--- src/design/signed_int_to_decimal_ascii_assert.svh ---
// Assertion macros shared by the signed integer to decimal text block.
// Each macro expects signals named clk and rst in the scope where it is used.
`ifndef SIGNED_INT_TO_DECIMAL_ASCII_ASSERT_SVH
`define SIGNED_INT_TO_DECIMAL_ASCII_ASSERT_SVH

// The consequent must hold in the same cycle as the antecedent.
`define SIDEC_ASSERT_IMP(lbl, ante, cons, msg) \
  lbl: assert property (@(posedge clk) disable iff (rst) (ante) |-> (cons)) \
    else $error(msg);

// The consequent must hold in the cycle after the antecedent.
`define SIDEC_ASSERT_NXT(lbl, ante, cons, msg) \
  lbl: assert property (@(posedge clk) disable iff (rst) (ante) |=> (cons)) \
    else $error(msg);

`endif

--- src/design/sidec_pkg.sv ---
// Shared types, constants and the microprogram of the decimal text converter.
// No dependencies; imported by the sequencer, the datapath and the top level.
package sidec_pkg;

  localparam int BIN_W  = 32;
  localparam int DIG_N  = 10;
  localparam int BCD_W  = 4 * DIG_N;
  localparam int CHAR_W = 8;

  localparam logic [CHAR_W-1:0] ASCII_ZERO  = 8'd48;
  localparam logic [CHAR_W-1:0] ASCII_MINUS = 8'd45;

  typedef logic [2:0] step_t;

  localparam step_t STEP_LOAD  = 3'd0;
  localparam step_t STEP_CONV  = 3'd1;
  localparam step_t STEP_SKIP  = 3'd2;
  localparam step_t STEP_SIGN  = 3'd3;
  localparam step_t STEP_DIGIT = 3'd4;

  typedef enum logic [2:0] {
    OP_LOAD,
    OP_DABBLE,
    OP_SKIP,
    OP_SIGN,
    OP_DIGIT
  } op_t;

  typedef enum logic [2:0] {
    C_ALWAYS,
    C_IN_TAKE,
    C_CONV_MORE,
    C_SKIP_MORE,
    C_OUT_HOLD,
    C_DIGIT_REPEAT
  } cond_t;

  // One control word: an operation, a branch condition and two targets.
  typedef struct packed {
    op_t   op;
    cond_t cond;
    step_t tgt_true;
    step_t tgt_false;
  } uword_t;

  typedef struct packed {
    op_t  op;
    logic in_take;
    logic out_take;
  } ctrl_t;

  typedef struct packed {
    logic neg;
    logic conv_more;
    logic skip_more;
    logic last_digit;
  } status_t;

  function automatic uword_t ucode_rom(input step_t pc);
    uword_t w;
    unique case (pc)
      STEP_LOAD:  w = '{OP_LOAD,   C_IN_TAKE,      STEP_CONV,  STEP_LOAD};
      STEP_CONV:  w = '{OP_DABBLE, C_CONV_MORE,    STEP_CONV,  STEP_SKIP};
      STEP_SKIP:  w = '{OP_SKIP,   C_SKIP_MORE,    STEP_SKIP,  STEP_SIGN};
      STEP_SIGN:  w = '{OP_SIGN,   C_OUT_HOLD,     STEP_SIGN,  STEP_DIGIT};
      STEP_DIGIT: w = '{OP_DIGIT,  C_DIGIT_REPEAT, STEP_DIGIT, STEP_LOAD};
      default:    w = '{OP_LOAD,   C_ALWAYS,       STEP_LOAD,  STEP_LOAD};
    endcase
    return w;
  endfunction

endpackage

--- src/design/sidec_seq.sv ---
// Microprogram sequencer: step counter, control word fetch and branch logic.
// Depends on sidec_pkg and the assertion macro header.
`include "signed_int_to_decimal_ascii_assert.svh"

module sidec_seq import sidec_pkg::*; (
  input  logic    clk,
  input  logic    rst,
  input  logic    value_valid,
  output logic    value_stall,
  output logic    char_valid,
  input  logic    char_stall,
  input  status_t status,
  output ctrl_t   ctrl
);

  step_t  pc;
  step_t  pc_next;
  uword_t uw;
  logic   cond_hit;

  assign uw = ucode_rom(pc);

  // Output decode.
  always_comb begin
    value_stall   = (uw.op != OP_LOAD);
    char_valid    = (uw.op == OP_DIGIT) || ((uw.op == OP_SIGN) && status.neg);
    ctrl.op       = uw.op;
    ctrl.in_take  = (uw.op == OP_LOAD) && value_valid;
    ctrl.out_take = char_valid && !char_stall;
  end

  // Branch decision and next step.
  always_comb begin
    unique case (uw.cond)
      C_ALWAYS:       cond_hit = 1'b1;
      C_IN_TAKE:      cond_hit = ctrl.in_take;
      C_CONV_MORE:    cond_hit = status.conv_more;
      C_SKIP_MORE:    cond_hit = status.skip_more;
      C_OUT_HOLD:     cond_hit = char_valid && !ctrl.out_take;
      C_DIGIT_REPEAT: cond_hit = !ctrl.out_take || !status.last_digit;
      default:        cond_hit = 1'b1;
    endcase
    pc_next = cond_hit ? uw.tgt_true : uw.tgt_false;
  end

  always_ff @(posedge clk) begin
    if (rst) begin
      pc <= STEP_LOAD;
    end else begin
      pc <= pc_next;
    end
  end

  `SIDEC_ASSERT_NXT(a_take_starts_conv, ctrl.in_take, pc == STEP_CONV,
                    "load did not start conversion")
  `SIDEC_ASSERT_NXT(a_last_returns,
                    ctrl.out_take && (uw.op == OP_DIGIT) && status.last_digit,
                    pc == STEP_LOAD, "last digit did not return to load")

endmodule

--- src/design/sidec_dpath.sv ---
// Datapath: magnitude, binary to BCD shift register, digit count and character output.
// Depends on sidec_pkg and the assertion macro header.
`include "signed_int_to_decimal_ascii_assert.svh"

module sidec_dpath import sidec_pkg::*; (
  input  logic              clk,
  input  logic              rst,
  input  logic [BIN_W-1:0]  value,
  input  ctrl_t             ctrl,
  output status_t           status,
  output logic [CHAR_W-1:0] character,
  output logic              final_char
);

  localparam int WORK_W = BCD_W + BIN_W;

  logic [BCD_W-1:0]  bcd;
  logic [BIN_W-1:0]  bin;
  logic [2:0]        conv_cnt;
  logic [3:0]        left;
  logic              neg;
  logic [WORK_W-1:0] work_next;
  logic [BIN_W-1:0]  mag;
  logic [3:0]        top_digit;

  // Four shift-and-add-3 steps: four input bits enter the BCD digits.
  function automatic logic [WORK_W-1:0] dabble4(input logic [WORK_W-1:0] w);
    logic [WORK_W-1:0] t;
    logic [3:0]        d;
    t = w;
    for (int s = 0; s < 4; s++) begin
      for (int k = 0; k < DIG_N; k++) begin
        d = t[BIN_W + 4*k +: 4];
        if (d >= 4'd5) begin
          t[BIN_W + 4*k +: 4] = d + 4'd3;
        end
      end
      t = {t[WORK_W-2:0], 1'b0};
    end
    return t;
  endfunction

  assign work_next = dabble4({bcd, bin});
  assign mag       = value[BIN_W-1] ? (BIN_W'(0) - value) : value;
  assign top_digit = bcd[BCD_W-1 -: 4];

  always_comb begin
    status.neg        = neg;
    status.conv_more  = (conv_cnt != 3'd7);
    status.skip_more  = (top_digit == 4'd0) && (left != 4'd1);
    status.last_digit = (left == 4'd1);
    character  = (ctrl.op == OP_SIGN) ? ASCII_MINUS : (ASCII_ZERO + {4'd0, top_digit});
    final_char = (ctrl.op == OP_DIGIT) && (left == 4'd1);
  end

  always_ff @(posedge clk) begin
    unique case (ctrl.op)
      OP_LOAD: begin
        if (ctrl.in_take) begin
          bcd      <= '0;
          bin      <= mag;
          neg      <= value[BIN_W-1];
          conv_cnt <= 3'd0;
          left     <= 4'(DIG_N);
        end
      end
      OP_DABBLE: begin
        {bcd, bin} <= work_next;
        conv_cnt   <= conv_cnt + 3'd1;
      end
      OP_SKIP: begin
        if (status.skip_more) begin
          bcd  <= {bcd[BCD_W-5:0], 4'd0};
          left <= left - 4'd1;
        end
      end
      OP_SIGN: begin
      end
      OP_DIGIT: begin
        if (ctrl.out_take) begin
          bcd  <= {bcd[BCD_W-5:0], 4'd0};
          left <= left - 4'd1;
        end
      end
      default: begin
      end
    endcase
  end

  `SIDEC_ASSERT_NXT(a_skip_counts, (ctrl.op == OP_SKIP) && status.skip_more,
                    left == $past(left) - 4'd1, "skip did not drop a digit")
  `SIDEC_ASSERT_IMP(a_digit_is_decimal, ctrl.op == OP_DIGIT,
                    (top_digit <= 4'd9) && (left != 4'd0), "emitted digit out of range")

endmodule

--- src/design/signed_int_to_decimal_ascii.sv ---
// Top level of the signed 32-bit integer to decimal ASCII converter.
// Depends on sidec_pkg, sidec_seq and sidec_dpath.

// One word on the value channel is a signed 32-bit integer; the block answers
// with its decimal text on the char channel, one ASCII character per word, most
// significant first: a leading '-' for negative numbers, then the digits with
// no leading zeros, and final_char set on the last character. Zero gives "0"
// and the most negative value gives "-2147483648", so an input yields one to
// eleven output words. Both channels handshake with valid and stall; a word
// moves on a rising edge where valid is high and stall is low. The block works
// on one number at a time under a small microprogram: a load step, eight
// double dabble steps that fold four magnitude bits per cycle into ten BCD
// digits, leading-zero removal, a sign step and the digit output. It takes no
// new number until its last character has moved, and an output stall holds
// the sequence in the sign or digit step until the character is taken.
module signed_int_to_decimal_ascii import sidec_pkg::*; (
  input  logic              clk,
  input  logic              rst,
  input  logic [BIN_W-1:0]  value,
  input  logic              value_valid,
  output logic              value_stall,
  output logic [CHAR_W-1:0] character,
  output logic              final_char,
  output logic              char_valid,
  input  logic              char_stall
);

  ctrl_t   ctrl;
  status_t status;

  // The sequencer fetches a control word per step and decides the branch.
  sidec_seq u_seq (
    .clk         (clk),
    .rst         (rst),
    .value_valid (value_valid),
    .value_stall (value_stall),
    .char_valid  (char_valid),
    .char_stall  (char_stall),
    .status      (status),
    .ctrl        (ctrl)
  );

  // The datapath holds the magnitude, the BCD digits and the digit count.
  sidec_dpath u_dpath (
    .clk        (clk),
    .rst        (rst),
    .value      (value),
    .ctrl       (ctrl),
    .status     (status),
    .character  (character),
    .final_char (final_char)
  );

endmodule
--- config.mk ---
export PLATFORM = sky130hd
export DESIGN_NAME = signed_int_to_decimal_ascii
export DESIGN_NICKNAME = d
export VERILOG_FILES = /design/src/design/sidec_pkg.sv /design/src/design/sidec_seq.sv /design/src/design/sidec_dpath.sv /design/src/design/signed_int_to_decimal_ascii.sv
export VERILOG_INCLUDE_DIRS = /design/src /design/src/design
export SDC_FILE = /design/constraint.sdc
export NUM_CORES = 1
export LEC_CHECK = 0
export BUFFER_PORTS_ARGS = -buffer_cell sky130_fd_sc_hd__buf_2
export CELL_PAD_IN_SITES_DETAIL_PLACEMENT = 2
export CELL_PAD_IN_SITES_GLOBAL_PLACEMENT = 2
export CORE_ASPECT_RATIO = 2
export CORE_UTILIZATION = 38
export DETAILED_ROUTE_END_ITERATION = 10
export HOLD_SLACK_MARGIN = 0.12
export PLACE_DENSITY_LB_ADDON = 0.1
export SETUP_SLACK_MARGIN = 0.5
export SLEW_MARGIN = 20
export SYNTH_ARGS = -nofsm -noshare
export SYNTH_HDL_FRONTEND = slang
export SYNTH_SLANG_ARGS = --single-unit
--- constraint.sdc ---
create_clock -name clk -period 5.2 [get_ports clk]
set_input_delay 1.04 -clock clk [delete_from_list [all_inputs] [get_ports clk]]
set_output_delay 1.04 -clock clk [all_outputs]
set_load 0.02 [all_outputs]
# Yosys cells after proc, flatten, opt, wreduce, memory -nomap -nowiden
# Index checks and enable logic that the tools add are counted.
# classes
n_addsub,44
n_lt_le_gt_ge,40
eq_ne,19
mux,57
reduce_logical,22
# op_table
operator,n
$ge 4x3->1 const B,40
$pmux 40 s4,1
$mux 4,39
$add 4x2->4 const B,36
$mux 40,3
$mux 32,2
$pmux 32 s2,1
$pmux 12 s5,1
$sub 1x32->32 const A,1
$eq 3x2->1 const B,6
$mux 3,6
$add 3x2->3 const B,4
$eq 3x3->1 const B,4
$pmux 4 s3,1
$eq 3x1->1 const B,3
$mux 8,1
$reduce_and 4->1,2
$add 6x4->7 const A,1
$logic_and 1x1->1,6
$logic_not 3->1,2
$ne 2x2->1 const B,3
$pmux 3 s2,1
$reduce_bool 3->1,2
$pmux 1 s5,1
other kinds (11),15
# word_totals
ff_bits,83
out_inout_bits,11
word_cells,188

# Logic depth before layout (Yosys ltp)
# depth
ltp_word,10
mapped_depth,19

# Modules after synthesis
# From an unflattened synthesis, not the netlist that was laid out.
# hier_totals
hier_cells,1182
area_unflattened_um2,9345.2
# by_module_without_submodules
mod,n_inst,cells_each,area_per_inst_um2,seq_area_each_um2
sidec_dpath,1,1135,8968.6,2402.3
sidec_seq,1,47,376.6,60.1

# Least setup slack after synthesis
# Ideal clock, no wire load.
# synth_path
path_kind,reg-to-reg
start,register u_seq.pc[1]
end,register u_dpath.bin[0] (enable)
arrival_time_ns,4.053
required_ns,4.724
slack_ns,0.671
path_stages_with_launch,9
synth_period_minus_slack_ns,4.529
cell_sequence,dfxtp_1 > clkbuf_1 > nor2_1 > a21oi_1 > ha_1 > nand2b_1 > or3_1 > nand2_1 > o21ai_0
# synth_between
elab_chain_len,6
word_cells_on_any_way,12
cone_classes,eq/ne (6); mux (1); reduce/logical (5)
# synth_rtl
item,line_no,text
from (decl),sidec_seq.sv:16,step_t pc;
from (signal assigned),sidec_seq.sv:50,pc <= pc_next;
$eq 3x3->1 (tied with other cells),sidec_pkg.sv:61,unique case (pc)
$pmux 12 s5 (*),sidec_pkg.sv:61,
$logic_not 3->1,"sidec_seq.sv:28, sidec_dpath.sv:57",
$logic_and 1x1->1,sidec_seq.sv:28,ctrl.in_take = (uw.op == OP_LOAD) && value_valid;
$ne 2x2->1 (no source line),-,
$reduce_and 2->1 (no source line) (*),-,
to (signal assigned),sidec_dpath.sv:61,bin <= mag;
to (signal assigned),sidec_dpath.sv:68,"{bcd, bin} <= work_next;"
to (decl),sidec_dpath.sv:18,logic [BIN_W-1:0] bin;
# Every way passes the cells marked *; elsewhere a longest branch is shown, timed or not.
# A chain may end at the register's enable or synchronous reset.

# Final worst setup path
# layout_path
start,register u_dpath.bcd[16]
end,"register u_dpath.bcd[21], data pin"
# layout_between
elab_chain_len,9
word_cells_on_any_way,19
cone_classes,add/sub (6); order compare (6); mux (7)
# layout_rtl
item,line_no,text
from (decl),sidec_dpath.sv:17,logic [BCD_W-1:0] bcd;
from (signal assigned),sidec_dpath.sv:68,
from (signal assigned),sidec_dpath.sv:73,"bcd <= {bcd[BCD_W-5:0], 4'd0};"
from (signal assigned),sidec_dpath.sv:81,"bcd <= {bcd[BCD_W-5:0], 4'd0};"
$add 4x2->4 or $ge 4x3->1 (tied branches),"sidec_dpath.sv:35, sidec_dpath.sv:34",
$mux 4 (*),sidec_dpath.sv:34,if (d >= 4'd5) begin
$add 4x2->4 or $ge 4x3->1 (tied branches),"sidec_dpath.sv:35, sidec_dpath.sv:34",
$mux 4,sidec_dpath.sv:34,
$add 4x2->4 or $ge 4x3->1 (tied branches),"sidec_dpath.sv:35, sidec_dpath.sv:34",
$mux 4,sidec_dpath.sv:34,
$add 4x2->4 or $ge 4x3->1 (tied branches),"sidec_dpath.sv:35, sidec_dpath.sv:34",
$mux 4 (*),sidec_dpath.sv:34,
$pmux 40 s4 (*),sidec_dpath.sv:57,unique case (ctrl.op)
# Marks and branches as above.

==> impl_metrics.py <==
metrics = {
    "setup_path": {
        "crit_type": "reg2reg",
        "worst_r2r_path_depth": 14,
        "cp.required_ps": 5310,
        "end_kind": "register",
        "worstSetupStartpointType": "register",
        "crit_end": "u_dpath.bcd[21]",
        "r2r-end": "u_dpath.bcd[21]",
        "path_max_fanout": 9,
        "rr_startpoint": "u_dpath.bcd[16]",
        "setup.worst_path.start": "u_dpath.bcd[16]",
        "r2r_slack_ps": 750,
        "arrival_ps": 4550,
    },
    "global_routing": {
        "grtUsageMet1": 0.222,
        "grt_max_degree": 82,
        "grt_busiest_layer": "met2",
        "track_usage": 0.248,
        "met3_usage": 0.0256,
        "grt_overflow": 0,
        "grt_pass1_vias": 10300,
        "grtUsageMet2": 0.532,
        "antenna_found_initial": 1,
        "grt_pass1_wl_mm": 50.8,
    },
    "route": {
        "vias_per_cell": 6.13,
        "wl_per_cell_um": 20.1,
        "drcViolationCount": 0,
        "ant_nets": 0,
        "drt-initial-drc-count": 190,
        "first_pass_iters": 5,
        "vias": 9437,
        "routed_wl_mm": 31.0,
    },
    "yosys": {
        "synth_compound_area_frac": 0.320,
        "synth_area_um2": 9460,
        "synth_top_family_by_area": "compound AO/OA/AOI/OAI gates",
        "synthXorXnorAreaFrac": 0.0361,
        "synth.yosys.seq_area_share": 0.260,
        "synth-seq-cells": 83,
        "synthCells": 1189,
        "synth-adder-area-share": 0.0691,
        "synthMuxAreaShare": 0.0439,
        "yosys.area.top_type": "edfxtp_1",
        "synth_top_area_share": 0.254,
        "synthFlopType": "edfxtp_1",
        "synth_simple_gate_area_frac": 0.224,
        "postSynth.asyncResetShare": 0,
        "ys_warn_count": 0,
        "synth_edf_count": 80,
        "syn_area_per_cell_um2": 7.95,
        "ys_top_cells_by_area": "edfxtp_1 25%, ha_1 6.5%, nand2_1 5.8%, o21ai_0 5.2%, a21oi_1 3.3%",
        "synthDistinctLibCells": 93,
    },
    "clocking": {
        "cts_made_buffers": 9,
        "htreeDepth": 3,
        "clockBufferDepth": 2,
        "cts_tree": "built",
        "clock_sinks": 83,
        "root_buffer": "clkbuf_16",
        "clkTransAtPathRegs_ps": 70,
        "cts_hold_buffers": 0,
        "clk_latency_ps": 350,
        "post_cts_resized": 0,
        "cts_setup_buffers": 0,
    },
    "sta": {
        "setup_tns_ps": 0,
        "finalMaxSlewViolations": 0,
        "fmax_ghz": 0.225,
        "hold_violations": 0,
        "slew_headroom": 0.446,
        "worst_slew_pin_slew_ps": 832,
        "setup_violations": 0,
        "fin_ws_ps": 754,
        "final.setup_skew_ps": 10.2,
        "layout_min_cycle_time_ps": 4450,
        "fin_crit_sh": 0.855,
        "grt_setup_unrepaired": "no",
    },
    "placement": {
        "dp_cells": 1523,
        "portBuffers": 43,
        "globalplace.congestion": 0.839,
        "dp_hpwl_mm": 24.9,
        "dpl_worst_slack_ps": 610,
    },
    "die": {
        "rows": 81,
        "io_pins": 47,
        "core_um2": 24400,
        "die_w_um": 114,
        "dieHeight_um": 225,
        "start_util": 0.387,
        "die_area_um2": 25600,
    },
    "job": {
        "maxCapViolCount": 0,
    },
    "cells_and_area": {
        "antennaDiodeCount": 0,
        "ff_latch_area_um2": 2460,
        "nets": 1288,
        "syn2layout_area_growth_pct": 9.66,
        "multi_input_area_um2": 6620,
        "layout-drive-gt1-share": 0.118,
        "fin_cells": 1540,
        "nFillCells": 2856,
    },
    "worst_hold_path": {
        "hold_path.class": "reg2reg",
        "hold_path_depth": 2,
    },
    "status": {
        "status": "complete, no violations",
    },
}
-- cell usage after synthesis, drive strengths merged, types with 19 or more instances --
master / count
inv: 58
o21ai: 120
nor3: 30
xor2: 30
a31oi: 19
nor2: 78
o211ai: 22
nand2: 147
nand3: 24
or2: 22
a211oi: 23
mux2i: 22
ha: 49
nand2b: 24
a21oi: 64
or3: 22
edfxtp: 80
clkbuf: 45
-- state kept, by name, summed over array words and instances (netlist names) --
signal,count
u_dpath.bcd,40
u_dpath.bin,32
u_dpath.conv_cnt,3
u_dpath.left,4
u_dpath.neg,1
u_seq.pc,3
-- layout make-up --
cell class | instances | share of cell area
Tap cell | 332 | 0.0401
Multi-Input combinational cell | 995 | 0.638
Clock buffer | 9 | 0.0217
Inverter | 58 | 0.0210
Clock inverter | 7 | 0.00808
Timing Repair Buffer | 56 | 0.0333
Sequential cell | 83 | 0.237
-- worst min-delay path by stage --
stage / start / endpoint / slack (ps)
floorplan: u_dpath.bin[6] / u_dpath.bin[10] / 500
global placement: u_dpath.bin[1] / u_dpath.bin[5] / 500
detailed placement: u_dpath.bin[27] / u_dpath.bin[31] / 520
CTS: u_dpath.bin[1] / u_dpath.bin[5] / 540
global route: u_dpath.bin[11] / u_dpath.bin[15] / 570
finish: u_dpath.bin[1] / u_dpath.bin[5] / 530
-- cell usage in the layout (no fill, tap or decap), types with 14 or more instances in the layout --
| master | n |
|---|---|
| a211oi_1 | 22 |
| nand2b_1 | 24 |
| xor2_1 | 30 |
| mux2i_1 | 22 |
| nand2_1 | 145 |
| ha_1 | 49 |
| a31oi_1 | 19 |
| and2_1 | 18 |
| o21ai_0 | 98 |
| or2_2 | 16 |
| nor3_1 | 27 |
| nand3_1 | 24 |
| inv_1 | 56 |
| nor2_1 | 77 |
| nor2b_1 | 14 |
| o21ai_1 | 19 |
| or3_1 | 19 |
| buf_2 | 43 |
| a211o_1 | 18 |
| o31ai_1 | 17 |
| edfxtp_1 | 80 |
| a21o_1 | 15 |
| mux2_2 | 15 |
| a21oi_1 | 63 |
| o211ai_1 | 22 |
-- through the flow --
step,utilization,area [um^2],hold WS [ps]
after floorplan,-,9460,496
after global routing,0.425,10400,571
final,0.425,10400,533
after detailed placement,0.409,10000,520
after CTS,0.422,10300,541
after global placement,0.409,10000,504
-- critical path: stages (launching register included) --
cell	delay, ps
edfxtp_1	510
inv_1	100
ha_1	220
and2b_1	260
o21ba_1	200
mux2_4	360
or3_4	440
and2_1	230
ha_1	230
maj3_1	350
a22oi_1	290
mux2i_1	200
o21ai_0	180
or3b_1	370
a32o_1	260
-- routing by layer --
layer,share of wire,routed length [um]
met1,0.34,10700
met2,0.60,18700
met3,0.018,560
met4,0.036,1110
met5,0.00032,10
-- cell families (layout without fill, tap and decap cells) --
family / count (synthesis) / after routing
flip-flops: 83 / 83
other: 2 / 3
AND/OR/NAND/NOR: 426 / 426
multiplexers: 39 / 39
XOR/XNOR: 39 / 39
buffers and inverters: 112 / 130
adder cells (fa/ha/maj): 53 / 53
AO/OA/AOI/OAI: 435 / 435
Power is not shown: default switching activity piles up to over one toggle a cycle in this logic, so the estimate is an artifact.
